**src/rtl/brf_pkg.sv**
```systemverilog
// shared types, mode codes and reset values for the banked register file
`timescale 1ns / 1ps

package brf_pkg;

	// operation codes
	localparam logic [1:0] OP_READ       = 2'd0;
	localparam logic [1:0] OP_WRITE      = 2'd1;
	localparam logic [1:0] OP_STATUS     = 2'd2;
	localparam logic [1:0] OP_SAVED      = 2'd3;

	// special register indexes
	localparam logic [4:0] IDX_CPSR      = 5'd16;
	localparam logic [4:0] IDX_SPSR      = 5'd17;

	// general register numbers
	localparam logic [3:0] REG_SP        = 4'd13;
	localparam logic [3:0] REG_LR        = 4'd14;
	localparam logic [3:0] REG_PC        = 4'd15;
	localparam logic [3:0] REG_HIGH_BASE = 4'd8;

	// processor modes
	localparam logic [4:0] MODE_USR      = 5'h10;
	localparam logic [4:0] MODE_FIQ      = 5'h11;
	localparam logic [4:0] MODE_IRQ      = 5'h12;
	localparam logic [4:0] MODE_SVC      = 5'h13;
	localparam logic [4:0] MODE_ABT      = 5'h17;
	localparam logic [4:0] MODE_UND      = 5'h1B;
	localparam logic [4:0] MODE_SYS      = 5'h1F;

	// stack pointer / link register bank slots
	localparam logic [2:0] SP_USR        = 3'd0;
	localparam logic [2:0] SP_FIQ        = 3'd1;
	localparam logic [2:0] SP_SVC        = 3'd2;
	localparam logic [2:0] SP_ABT        = 3'd3;
	localparam logic [2:0] SP_IRQ        = 3'd4;
	localparam logic [2:0] SP_UND        = 3'd5;

	// saved status slots
	localparam logic [2:0] PSR_FIQ       = 3'd0;
	localparam logic [2:0] PSR_SVC       = 3'd1;
	localparam logic [2:0] PSR_ABT       = 3'd2;
	localparam logic [2:0] PSR_IRQ       = 3'd3;
	localparam logic [2:0] PSR_UND       = 3'd4;

	localparam int NUM_LOW  = 8;
	localparam int NUM_HIGH = 5;
	localparam int NUM_SP   = 6;
	localparam int NUM_PSR  = 5;

	localparam logic [31:0] FLAG_MASK    = 32'hF000_0000;
	localparam logic [31:0] RST_PC       = 32'h0800_0000;
	localparam logic [31:0] RST_SP_USR   = 32'h0300_7F00;
	localparam logic [31:0] RST_SP_SVC   = 32'h0300_7FE0;
	localparam logic [31:0] RST_SP_IRQ   = 32'h0300_7FA0;
	localparam logic [31:0] RST_CPSR     = 32'h0000_005F;

	// decoded view of the current mode
	typedef struct packed {
		logic       usr;
		logic       fiq;
		logic       sys;
		logic       psr_ok;
		logic [2:0] sp_slot;
		logic [2:0] psr_slot;
	} mode_info_t;

endpackage

```
**src/rtl/brf_req_if.sv**
```systemverilog
// request channel carrying one register file access
`timescale 1ns / 1ps

interface brf_req_if;
	logic        valid;
	logic        ready;
	logic [1:0]  operation;
	logic [4:0]  register_index;
	logic [31:0] write_value;
	logic        flag_limit;

	modport source (
		output valid, operation, register_index, write_value, flag_limit,
		input  ready
	);
	modport sink (
		input  valid, operation, register_index, write_value, flag_limit,
		output ready
	);
endinterface

```
**src/rtl/brf_rsp_if.sv**
```systemverilog
// response channel carrying read data and error flag
`timescale 1ns / 1ps

interface brf_rsp_if;
	logic        valid;
	logic        ready;
	logic [31:0] read_data;
	logic        error;

	modport source (
		output valid, read_data, error,
		input  ready
	);
	modport sink (
		input  valid, read_data, error,
		output ready
	);
endinterface

```
**src/rtl/brf_mode_dec.sv**
```systemverilog
// decodes the status mode field into bank slot selects
`timescale 1ns / 1ps

module brf_mode_dec (
	input  logic [4:0]          mode,
	output brf_pkg::mode_info_t info
);

	always_comb begin
		info          = '0;
		info.sp_slot  = brf_pkg::SP_USR;
		info.psr_slot = brf_pkg::PSR_FIQ;
		case (mode)
			brf_pkg::MODE_USR: begin
				info.usr = 1'b1;
			end
			brf_pkg::MODE_FIQ: begin
				info.fiq      = 1'b1;
				info.psr_ok   = 1'b1;
				info.sp_slot  = brf_pkg::SP_FIQ;
				info.psr_slot = brf_pkg::PSR_FIQ;
			end
			brf_pkg::MODE_SVC: begin
				info.psr_ok   = 1'b1;
				info.sp_slot  = brf_pkg::SP_SVC;
				info.psr_slot = brf_pkg::PSR_SVC;
			end
			brf_pkg::MODE_ABT: begin
				info.psr_ok   = 1'b1;
				info.sp_slot  = brf_pkg::SP_ABT;
				info.psr_slot = brf_pkg::PSR_ABT;
			end
			brf_pkg::MODE_IRQ: begin
				info.psr_ok   = 1'b1;
				info.sp_slot  = brf_pkg::SP_IRQ;
				info.psr_slot = brf_pkg::PSR_IRQ;
			end
			brf_pkg::MODE_UND: begin
				info.psr_ok   = 1'b1;
				info.sp_slot  = brf_pkg::SP_UND;
				info.psr_slot = brf_pkg::PSR_UND;
			end
			brf_pkg::MODE_SYS: begin
				info.sys = 1'b1;
			end
			default: begin
				// unknown modes fall back to the user bank
				info.usr = 1'b0;
			end
		endcase
	end

endmodule

```
**src/rtl/banked_register_file_with_psr.sv**
```systemverilog
// Banked register file with current and saved status words.
// A request enters the input register; its response leaves from the result register.
// Throughput: one access per cycle when not stalled; the state is read, modified and written.
// A stalled response holds the input register, and the request side stalls behind it.
// Reset is asynchronous: registers take their architectural reset values, pipeline empties.
`timescale 1ns / 1ps

module banked_register_file_with_psr (
	input  logic      clk,
	input  logic      arst_n,
	brf_req_if.sink   req,
	brf_rsp_if.source rsp
);

	// input register
	logic        valid_s1;
	logic [1:0]  op_s1;
	logic [4:0]  idx_s1;
	logic [31:0] val_s1;
	logic        flags_s1;

	// result register
	logic        out_valid_q;
	logic [31:0] out_data_q;
	logic        out_err_q;

	// architectural state
	logic [31:0] low_q  [brf_pkg::NUM_LOW];
	logic [31:0] high_q [brf_pkg::NUM_HIGH];
	logic [31:0] fast_q [brf_pkg::NUM_HIGH];
	logic [31:0] sp_q   [brf_pkg::NUM_SP];
	logic [31:0] lr_q   [brf_pkg::NUM_SP];
	logic [31:0] psr_q  [brf_pkg::NUM_PSR];
	logic [31:0] pc_q;
	logic [31:0] cpsr_q;

	brf_pkg::mode_info_t mi;

	logic        advance;
	logic [2:0]  hi_idx;
	logic [31:0] rd_data;
	logic        rd_err;
	logic        gp_we;
	logic        cpsr_we;
	logic [31:0] cpsr_d;
	logic        psr_we;
	logic [31:0] psr_d;
	logic [31:0] gp_rd;

	brf_mode_dec u_mode_dec (
		.mode (cpsr_q[4:0]),
		.info (mi)
	);

	assign advance   = valid_s1 && (!out_valid_q || rsp.ready);
	assign req.ready = !valid_s1 || advance;
	assign hi_idx    = 3'(idx_s1[3:0] - brf_pkg::REG_HIGH_BASE);

	// general register read through the current bank
	always_comb begin
		case (idx_s1[3:0]) inside
			[4'd0:4'd7]:       gp_rd = low_q[idx_s1[2:0]];
			[4'd8:4'd12]:      gp_rd = mi.fiq ? fast_q[hi_idx] : high_q[hi_idx];
			brf_pkg::REG_SP:   gp_rd = sp_q[mi.sp_slot];
			brf_pkg::REG_LR:   gp_rd = lr_q[mi.sp_slot];
			default:           gp_rd = pc_q;
		endcase
	end

	always_comb begin
		rd_data = '0;
		rd_err  = 1'b0;
		gp_we   = 1'b0;
		cpsr_we = 1'b0;
		cpsr_d  = val_s1;
		psr_we  = 1'b0;
		psr_d   = val_s1;
		case (op_s1)
			brf_pkg::OP_STATUS: begin
				cpsr_we = 1'b1;
				if (flags_s1 || mi.usr)
					cpsr_d = (cpsr_q & ~brf_pkg::FLAG_MASK) | (val_s1 & brf_pkg::FLAG_MASK);
			end
			brf_pkg::OP_SAVED: begin
				// system mode silently drops saved-status writes
				if (!mi.sys) begin
					if (!mi.psr_ok) begin
						rd_err = 1'b1;
					end else begin
						psr_we = 1'b1;
						if (flags_s1)
							psr_d = (psr_q[mi.psr_slot] & ~brf_pkg::FLAG_MASK) |
								(val_s1 & brf_pkg::FLAG_MASK);
					end
				end
			end
			brf_pkg::OP_READ: begin
				if (idx_s1 > brf_pkg::IDX_SPSR) begin
					rd_err = 1'b1;
				end else if (!idx_s1[4]) begin
					rd_data = gp_rd;
				end else if (idx_s1 == brf_pkg::IDX_CPSR || mi.sys) begin
					rd_data = cpsr_q;
				end else if (!mi.psr_ok) begin
					rd_err = 1'b1;
				end else begin
					rd_data = psr_q[mi.psr_slot];
				end
			end
			default: begin
				// plain write
				if (idx_s1 > brf_pkg::IDX_SPSR) begin
					rd_err = 1'b1;
				end else if (!idx_s1[4]) begin
					gp_we = 1'b1;
				end else if (idx_s1 == brf_pkg::IDX_CPSR) begin
					cpsr_we = 1'b1;
				end else if (!mi.sys) begin
					if (!mi.psr_ok)
						rd_err = 1'b1;
					else
						psr_we = 1'b1;
				end
			end
		endcase
	end

	// pipeline control
	always_ff @(posedge clk or negedge arst_n) begin
		if (!arst_n) begin
			valid_s1    <= 1'b0;
			out_valid_q <= 1'b0;
		end else begin
			if (req.ready)
				valid_s1 <= req.valid;
			if (advance)
				out_valid_q <= 1'b1;
			else if (rsp.ready)
				out_valid_q <= 1'b0;
		end
	end

	// payload registers
	always_ff @(posedge clk) begin
		if (req.ready && req.valid) begin
			op_s1    <= req.operation;
			idx_s1   <= req.register_index;
			val_s1   <= req.write_value;
			flags_s1 <= req.flag_limit;
		end
		if (advance) begin
			out_data_q <= rd_data;
			out_err_q  <= rd_err;
		end
	end

	// register state update
	always_ff @(posedge clk or negedge arst_n) begin
		if (!arst_n) begin
			for (int i = 0; i < brf_pkg::NUM_LOW; i++)
				low_q[i] <= '0;
			for (int i = 0; i < brf_pkg::NUM_HIGH; i++) begin
				high_q[i] <= '0;
				fast_q[i] <= '0;
			end
			for (int i = 0; i < brf_pkg::NUM_SP; i++) begin
				sp_q[i] <= '0;
				lr_q[i] <= '0;
			end
			for (int i = 0; i < brf_pkg::NUM_PSR; i++)
				psr_q[i] <= '0;
			sp_q[brf_pkg::SP_USR] <= brf_pkg::RST_SP_USR;
			sp_q[brf_pkg::SP_SVC] <= brf_pkg::RST_SP_SVC;
			sp_q[brf_pkg::SP_IRQ] <= brf_pkg::RST_SP_IRQ;
			pc_q   <= brf_pkg::RST_PC;
			cpsr_q <= brf_pkg::RST_CPSR;
		end else if (advance) begin
			if (gp_we) begin
				case (idx_s1[3:0]) inside
					[4'd0:4'd7]: low_q[idx_s1[2:0]] <= val_s1;
					[4'd8:4'd12]: begin
						if (mi.fiq)
							fast_q[hi_idx] <= val_s1;
						else
							high_q[hi_idx] <= val_s1;
					end
					brf_pkg::REG_SP: sp_q[mi.sp_slot] <= val_s1;
					brf_pkg::REG_LR: lr_q[mi.sp_slot] <= val_s1;
					default:         pc_q <= val_s1;
				endcase
			end
			if (cpsr_we)
				cpsr_q <= cpsr_d;
			if (psr_we)
				psr_q[mi.psr_slot] <= psr_d;
		end
	end

	assign rsp.valid     = out_valid_q;
	assign rsp.read_data = out_data_q;
	assign rsp.error     = out_err_q;

	// an error response never carries data
	a_err_zero: assert property (@(posedge clk) disable iff (!arst_n)
		rsp.valid && rsp.error |-> rsp.read_data == '0)
		else $error("error response with non-zero data");

	// an empty input register always takes a transfer
	a_ready_empty: assert property (@(posedge clk) disable iff (!arst_n)
		!valid_s1 |-> req.ready)
		else $error("input register empty but not ready");

	// every access that leaves the input register produces a response
	a_adv_rsp: assert property (@(posedge clk) disable iff (!arst_n)
		advance |=> rsp.valid)
		else $error("access advanced without a response");

	// status word only changes through a status write
	a_cpsr_hold: assert property (@(posedge clk) disable iff (!arst_n)
		!(advance && cpsr_we) |=> $stable(cpsr_q))
		else $error("status word changed without a write");

	// user mode OP_STATUS writes touch the flags only
	a_usr_flags: assert property (@(posedge clk) disable iff (!arst_n)
		advance && op_s1 == brf_pkg::OP_STATUS && mi.usr
		|=> cpsr_q[27:0] == $past(cpsr_q[27:0]))
		else $error("user mode status write changed control bits");

endmodule
```
**src/flat_wrapper.sv**
```systemverilog
// flat-port wrapper written by rule: the top's interface ports become plain ports
module banked_register_file_with_psr_flat 
  (clk, arst_n, req_valid, req_operation, req_register_index, req_write_value, req_flag_limit, req_ready, rsp_valid, rsp_read_data, rsp_error, rsp_ready);
  brf_req_if req_i ();
  brf_rsp_if rsp_i ();
  input  logic clk;
  input  logic arst_n;
  input wire logic [$bits(req_i.valid)-1:0] req_valid;
  input wire logic [$bits(req_i.operation)-1:0] req_operation;
  input wire logic [$bits(req_i.register_index)-1:0] req_register_index;
  input wire logic [$bits(req_i.write_value)-1:0] req_write_value;
  input wire logic [$bits(req_i.flag_limit)-1:0] req_flag_limit;
  output wire logic [$bits(req_i.ready)-1:0] req_ready;
  output wire logic [$bits(rsp_i.valid)-1:0] rsp_valid;
  output wire logic [$bits(rsp_i.read_data)-1:0] rsp_read_data;
  output wire logic [$bits(rsp_i.error)-1:0] rsp_error;
  input wire logic [$bits(rsp_i.ready)-1:0] rsp_ready;
  assign req_i.valid = req_valid;
  assign req_i.operation = req_operation;
  assign req_i.register_index = req_register_index;
  assign req_i.write_value = req_write_value;
  assign req_i.flag_limit = req_flag_limit;
  assign req_ready = req_i.ready;
  assign rsp_valid = rsp_i.valid;
  assign rsp_read_data = rsp_i.read_data;
  assign rsp_error = rsp_i.error;
  assign rsp_i.ready = rsp_ready;
  banked_register_file_with_psr u_core (.clk(clk), .arst_n(arst_n), .req(req_i), .rsp(rsp_i));
endmodule
```
**config.mk**
```make
export PLATFORM = sky130hd
export DESIGN_NAME = banked_register_file_with_psr_flat
export DESIGN_NICKNAME = d
export VERILOG_FILES = /design/src/rtl/brf_pkg.sv /design/src/rtl/brf_req_if.sv /design/src/rtl/brf_rsp_if.sv /design/src/rtl/brf_mode_dec.sv /design/src/rtl/banked_register_file_with_psr.sv /design/src/flat_wrapper.sv
export SDC_FILE = /design/constraint.sdc
export NUM_CORES = 2
export LEC_CHECK = 0
export ABC_AREA = 1
export BUFFER_PORTS_ARGS = -buffer_cell sky130_fd_sc_hd__buf_2
export CAP_MARGIN = 10
export CORE_MARGIN = 1
export CORE_UTILIZATION = 63
export DETAILED_ROUTE_END_ITERATION = 16
export PLACE_DENSITY = 0.83
export REMOVE_ABC_BUFFERS = 1
export SLEW_MARGIN = 10
export SYNTH_ARGS = -nofsm -noshare
export SYNTH_HDL_FRONTEND = slang
export SYNTH_SLANG_ARGS = --single-unit
```
**constraint.sdc**
```tcl
create_clock -name clk -period 2.9 [get_ports clk]
set_input_delay 0.435 -clock clk [delete_from_list [all_inputs] [get_ports clk]]
set_output_delay 0.435 -clock clk [all_outputs]
set_load 0.01 [all_outputs]
```
; ---- Word-level counts from Yosys, hierarchy flattened
; Index checks and enable logic that the tools add are counted.
; Widths: inputs -> output; s select.
[totals]
ff_bits = 1259
latchBits = 0
ram_bits = 0
mem_bits_ro = 0
inputBits = 44
output_inout_bits = 35
elab_cells = 185
mem_count = 0
[op_classes]
add_sub_neg = 1
multipliers = 0
div_mod_pow = 0
order_cmp = 13
eq_ne = 12
shift = 0
muxes = 74
n_bitwise = 12
reduce_logical = 28
[op_table]
columns = cell, count
row1 = $mux 32, 30
row2 = $bmux 32 s3, 6
row3 = $bwmux 160, 3
row4 = $bwmux 192, 2
row5 = $demux 32 s3, 4
row6 = $bwmux 256, 1
row7 = $or 28x32->32, 2
row8 = $eq 5x5->1 const B, 8
row9 = $pmux 7 s5, 1
row10 = $mux 1, 24
row11 = $ge 4x4->1 const B, 5
row12 = $lt 4x1->1 const B, 4
row13 = $not 3->4, 4
row14 = $reduce_and 5->1, 3
row15 = $reduce_and 6->1, 2
row16 = $eq 4x4->1 const B, 2
row17 = $logic_and 1x1->1, 8
row18 = $not 1->1, 6
row19 = $reduce_or 2->1, 3
row20 = $gt 5x5->1 const B, 1
row21 = $eq 2x2->1 const B, 2
row22 = $ge 4x1->1 const B, 1
row23 = $le 4x3->1 const B, 1
row24 = $le 4x4->1 const B, 1
row25 = other kinds (10), 16

; ---- Longest topological paths before layout
[logic_depth]
ltp_word = 12
mapped_depth = 17
depth_no_buf = 16

; ---- Modules after synthesis
; A second synthesis with hierarchy kept.
[unflattened]
hier_cells = 7091
area_unflattened_um2 = 56827.0
[by_module_without_submodules]
columns = module, n_inst, cells_each, area_per_inst_um2, seq_area_each_um2
row1 = banked_register_file_with_psr, 1, 7063, 56704.4, 31919.4
row2 = brf_mode_dec, 1, 28, 122.6, 0.0

; ---- Worst setup path before layout
; Ideal clock, no wire load.
[synth_path]
path_kind = input to register
from = in rsp_ready
to = reg u_core.low_q[64] (netlist bit)
setup_time_ns = 0.133
t_arrival_ns = 2.642
t_required_ns = 2.767
path_slack_ns = 0.125
path_stages = 9
path_buffers = 1
path_cell_list = inv_1 nand2_1 nand2_1 clkinv_1 nand2_1 nor2_1 nand2_1 clkbuf_1 o21ai_0
[synth_via]
elab_chain_cells = 3
[synth_rtl]
columns = element, line_no
row1 = "start, declared", flat_wrapper.sv:17  ; input wire logic [$bits(rsp_i.ready)-1:0] rsp_ready;
row2 = $logic_or 1x1->1, banked_register_file_with_psr.sv:55  ; assign advance = valid_s1 && (!out_valid_q || rsp.ready);
row3 = $logic_and 1x1->1, banked_register_file_with_psr.sv:55
row4 = net u_core.advance, banked_register_file_with_psr.sv:39  ; logic advance;
row5 = $reduce_and 3->1 (no line), -
row6 = "end signal, assigned by index", banked_register_file_with_psr.sv:180  ; [4'd0:4'd7]: low_q[idx_s1[2:0]] <= val_s1;
row7 = "end, declared", banked_register_file_with_psr.sv:28  ; logic [31:0] low_q [brf_pkg::NUM_LOW];
; The timed path passes the listed nets, and every way through them passes these cells.
; A chain may end at the register's enable or synchronous reset.

; ---- Worst setup path in the final report
[layout_path]
from = reg u_core.cpsr_q[0]
to = reg u_core.out_data_q[3], in the netlist u_core.rsp.read_data[3], data pin
[layout_via]
elab_chain_cells = 11
word_cells_on_any_way = 29
classes_between = eq/ne (6) / mux (20) / bitwise (2) / reduce/logical (1)
[layout_rtl]
columns = element, line_no
row1 = "start, declared", banked_register_file_with_psr.sv:35  ; logic [31:0] cpsr_q;
row2 = "start signal, assigned", banked_register_file_with_psr.sv:176  ; cpsr_q <= brf_pkg::RST_CPSR;
row3 = "start signal, assigned", banked_register_file_with_psr.sv:193  ; cpsr_q <= cpsr_d;
row4 = $eq 5x5->1, brf_mode_dec.sv:13  ; case (mode)
row5 = $pmux 7 s5, brf_mode_dec.sv:13
row6 = $not 3->4 (implied by the code), "banked_register_file_with_psr.sv:64, banked_register_file_with_psr.sv:65"
row7 = $bmux 32 s3, banked_register_file_with_psr.sv:65  ; brf_pkg::REG_LR: gp_rd = lr_q[mi.sp_slot];
row8 = $mux 32 (implied by the code) (2 in a row), banked_register_file_with_psr.sv:65
row9 = $mux 32 (4 in a row), banked_register_file_with_psr.sv:61  ; case (idx_s1[3:0]) inside
row10 = $mux 32 (*), banked_register_file_with_psr.sv:100  ; end else if (!idx_s1[4]) begin
row11 = "end signal, assigned", banked_register_file_with_psr.sv:152  ; out_data_q <= rd_data;
row12 = "end, declared", banked_register_file_with_psr.sv:24  ; logic [31:0] out_data_q;
; Every way passes the cells marked *; elsewhere a longest branch is shown, timed or not. The select of a mux whose other input is x is not followed.

==> flow_summary_export.csv <==
group,metric,value,unit
timing,grt_setup_unrepaired,"true",
clocking,insertion_delay,760,ps
global_routing,overflow,0,
finish,syn_to_final_growth,13.8,%
routing,avgViaCountPerCell,6.32,
timing,hold_viol,0,
critical_path,critPathCaptureType,"flop",
floorplan,fp.dieArea,89300,um2
clocking,htreeDepth,4,
routing,firstDrtPassIters,7,
critical_path,crit_slowest_cell,"dfstp_2",
place,gp_congestion,0.975,
yosys,yosys-top-cells-area,"dfrtp_1 (52%), nand2_1 (18%), o21ai_0 (10%)",
global_routing,track_usage,0.411,
routing,drt_iter0_markers,7483,
clocking,cts_tree,"yes",
critical_path,crit_family,"simple AND/OR/NAND/NOR gates",
timing,setup_viol_count_final,0,
critical_path,required,3410,ps
clocking,clockBufferDepth,3,
routing,drtAntennaViolNets,0,
global_routing,antenna_found_initial,8,
yosys,seq_area_frac_synth,0.575,
yosys,yosysWarnings,0,
finish,fin_util,0.726,
critical_path,start_kind,"flop",
finish,fin_cells,7952,
run_status,outcome,"finished, final reports clean",
power,power,42.3,mW
yosys,synth_edf_count,73,
finish,multi_input_area,20800,um2
yosys,synth_area,55500,um2
finish,final_common_cell,"nand2_1",
place,dp_hpwl,109000,um
floorplan,start_util,0.638,
routing,vias,50300,
power,p_per_area,670,nW/um2
place,dp.cells,7666,
global_routing,grt_pass1_wl,281000,um
job,drv_cap,0,
critical_path,critPathKind,"reg2reg",
finish,fillers,6137,
timing,finalCriticalPeriod,2900,ps
yosys,synth-main-ff-cell,"dfrtp_1",
clocking,cts_root_buffer,"clkbuf_16",
power,irDropWorstVdd,0.700,mV
yosys,netlist_instances,6671,
critical_path,path_max_fanout,14,
power,leakage,29.7,nW
timing,slew_headroom,0.342,
floorplan,die_h,299,um
finish,register_area,31900,um2
critical_path,path_cells,"buf_4 -> inv_1 -> nand2_1 -> nor2_4 -> buf_4 -> nor2_4 -> buf_12 -> nor2_1 -> o21ai_0 -> nand4_1 -> nand2_1 -> o21ai_0 -> buf_4 -> o21ai_1 -> nor2_1",
finish,drive_gt1_frac,0.107,
floorplan,die_x,299,um
place,pre_cts_ws,-128,ps
yosys,syn_avg_cell_area,8.32,um2
clocking,cts_num_sinks,1259,
critical_path,cp.arrival,3410,ps
timing,tightest_slew,987,ps
yosys,synth_seq_cells,1259,
floorplan,core-area,87000,um2
yosys,netlist.top_cell.by_area,"dfrtp_1",
min_path,hold_path_class,"in2async",
critical_path,max_stage_delay,530,ps
yosys,synthArstFlopShare,0.942,
global_routing,grt_pass1_vias,49000,
routing,wl_per_cell,23.1,um
timing,timing.final.crit_share,0.999,
place,portBuffers,78,
yosys,synth.top_cell.area_share,0.517,
clocking,clkTransAtPathRegs,60,ps
timing,fmax,345,MHz
timing,report.final.slew_viol_count,0,
floorplan,num_io_pins,79,
global_routing,grt_start_max_net_pins,106,
timing,finalSetupTns,0,ps
critical_path,crit_buf_inv,5,
routing,wl,183000,um
critical_path,cpMostUsedCell,"buf_4",
finish,most-common-layout-cells,"nand2_1 (2577), dfrtp_1 (1147), o21ai_0 (1122)",
floorplan,std_cell_rows,108,
timing,layout_setup_ws,1.86,ps
routing,drc_errors,0,
yosys,synthDistinctLibCells,37,
finish,num-nets-final,6746,
clocking,cts_made_buffers,130,
timing,skew,41.8,ps
==> worst paths after layout <==
path	slack [ps]	to	cells after the start	from
min in group clk	390	u_core.val_s1[8]$_DFFE_PP_	2	req_write_value[8]
setup reg to reg	2	u_core.rsp.read_data[3]$_SDFFCE_PP0P_	15	u_core.cpsr_q[0]$_DFFE_PN1P_
max in group asynchronous	1530	u_core.low_q[117]$_DFFE_PN0P_	4	arst_n
setup / recovery	2	u_core.rsp.read_data[3]$_SDFFCE_PP0P_	15	u_core.cpsr_q[0]$_DFFE_PN1P_
hold / removal	170	u_core.sp_q[33]$_DFFE_PN0P_	2	arst_n
hold reg to reg	470	u_core.psr_q[78]$_DFFE_PN0P_	2	u_core.psr_q[78]$_DFFE_PN0P_
==> cells in the mapped netlist (5+ instances only) <==
cell type     n
or2_2        22
o21ai_0    1130
a221oi_1     28
inv_1       231
o211ai_1     23
edfxtp_1     73
nor3_1        5
nor2_1      224
a32o_1       13
buf_1        32
clkinv_1      5
nand2_1    2613
a22oi_1      38
nand2_2       5
a22o_1       30
o21ai_1      40
nand4_1     152
dfrtp_1    1147
buf_2        51
o2111ai_1    20
nor2_2        7
buf_6         6
inv_2        13
a21oi_1     140
buf_4         6
nand3_1     131
dfstp_2      39
nand3_2      11
clkbuf_1    419
==> stage by stage <==
step	hold slack, ps	cell area (um2)
2_1_floorplan	139	53400
6_report	168	63200
3_5_place_dp	340	58200
4_1_cts	142	62900
5_1_grt	170	63200
3_3_place_gp	343	58200
==> report_power, final <==
part	internal [mW]	total [mW]	leakage, nW	switching, mW
clock	9.56	16.7	2.08	7.09
combinational	1.82	5.99	10.7	4.17
sequential	19.0	19.7	17.0	0.715
==> flip-flops by register name (all words and copies together), names as in the netlist, 160 cells and up <==
| register | cells |
|---|---|
| u_core.lr_q | 192 |
| u_core.sp_q | 192 |
| u_core.fast_q | 160 |
| u_core.low_q | 256 |
| u_core.psr_q | 160 |
| u_core.high_q | 160 |
==> layout make-up <==
cell class,count,area share
sequential,1259,0.505
clock inverter,30,0.00509
antenna,1,0.0000396
tap,1155,0.0229
timing repair buffer,410,0.0601
clock buffer,196,0.0617
inverter,249,0.0149
multi-input combinational,4652,0.330
==> metal layers <==
metal	part of all wire	track usage
met2	0.43	0.610
met4	0.068	0.259
met1	0.36	0.535
met5	0.00026	0
met3	0.14	0.119
==> logic make-up (layout without fill, tap and decap cells) <==
kind of cell	after synthesis	after routing	share of synthesized area
buffers and inverters	763	885	0.0540
other	0	1	0
and+or+nand+nor	3177	3180	0.229
AOI/OAI and AO/OA	1472	1472	0.142
DFF	1259	1259	0.575
==> repair_timing <==
item / in CTS / in global routing
endpoints found under the setup margin: 144 / 425
buffers inserted: 2 / 6
hold buffers: 44 / 0
gates resized for setup: 7 / 40
pin swaps: 1 / 5
endpoints found under the hold margin: 325 / 0
cloned: 1 / 6
No activity file was read; power rests on OpenSTA's default activity.
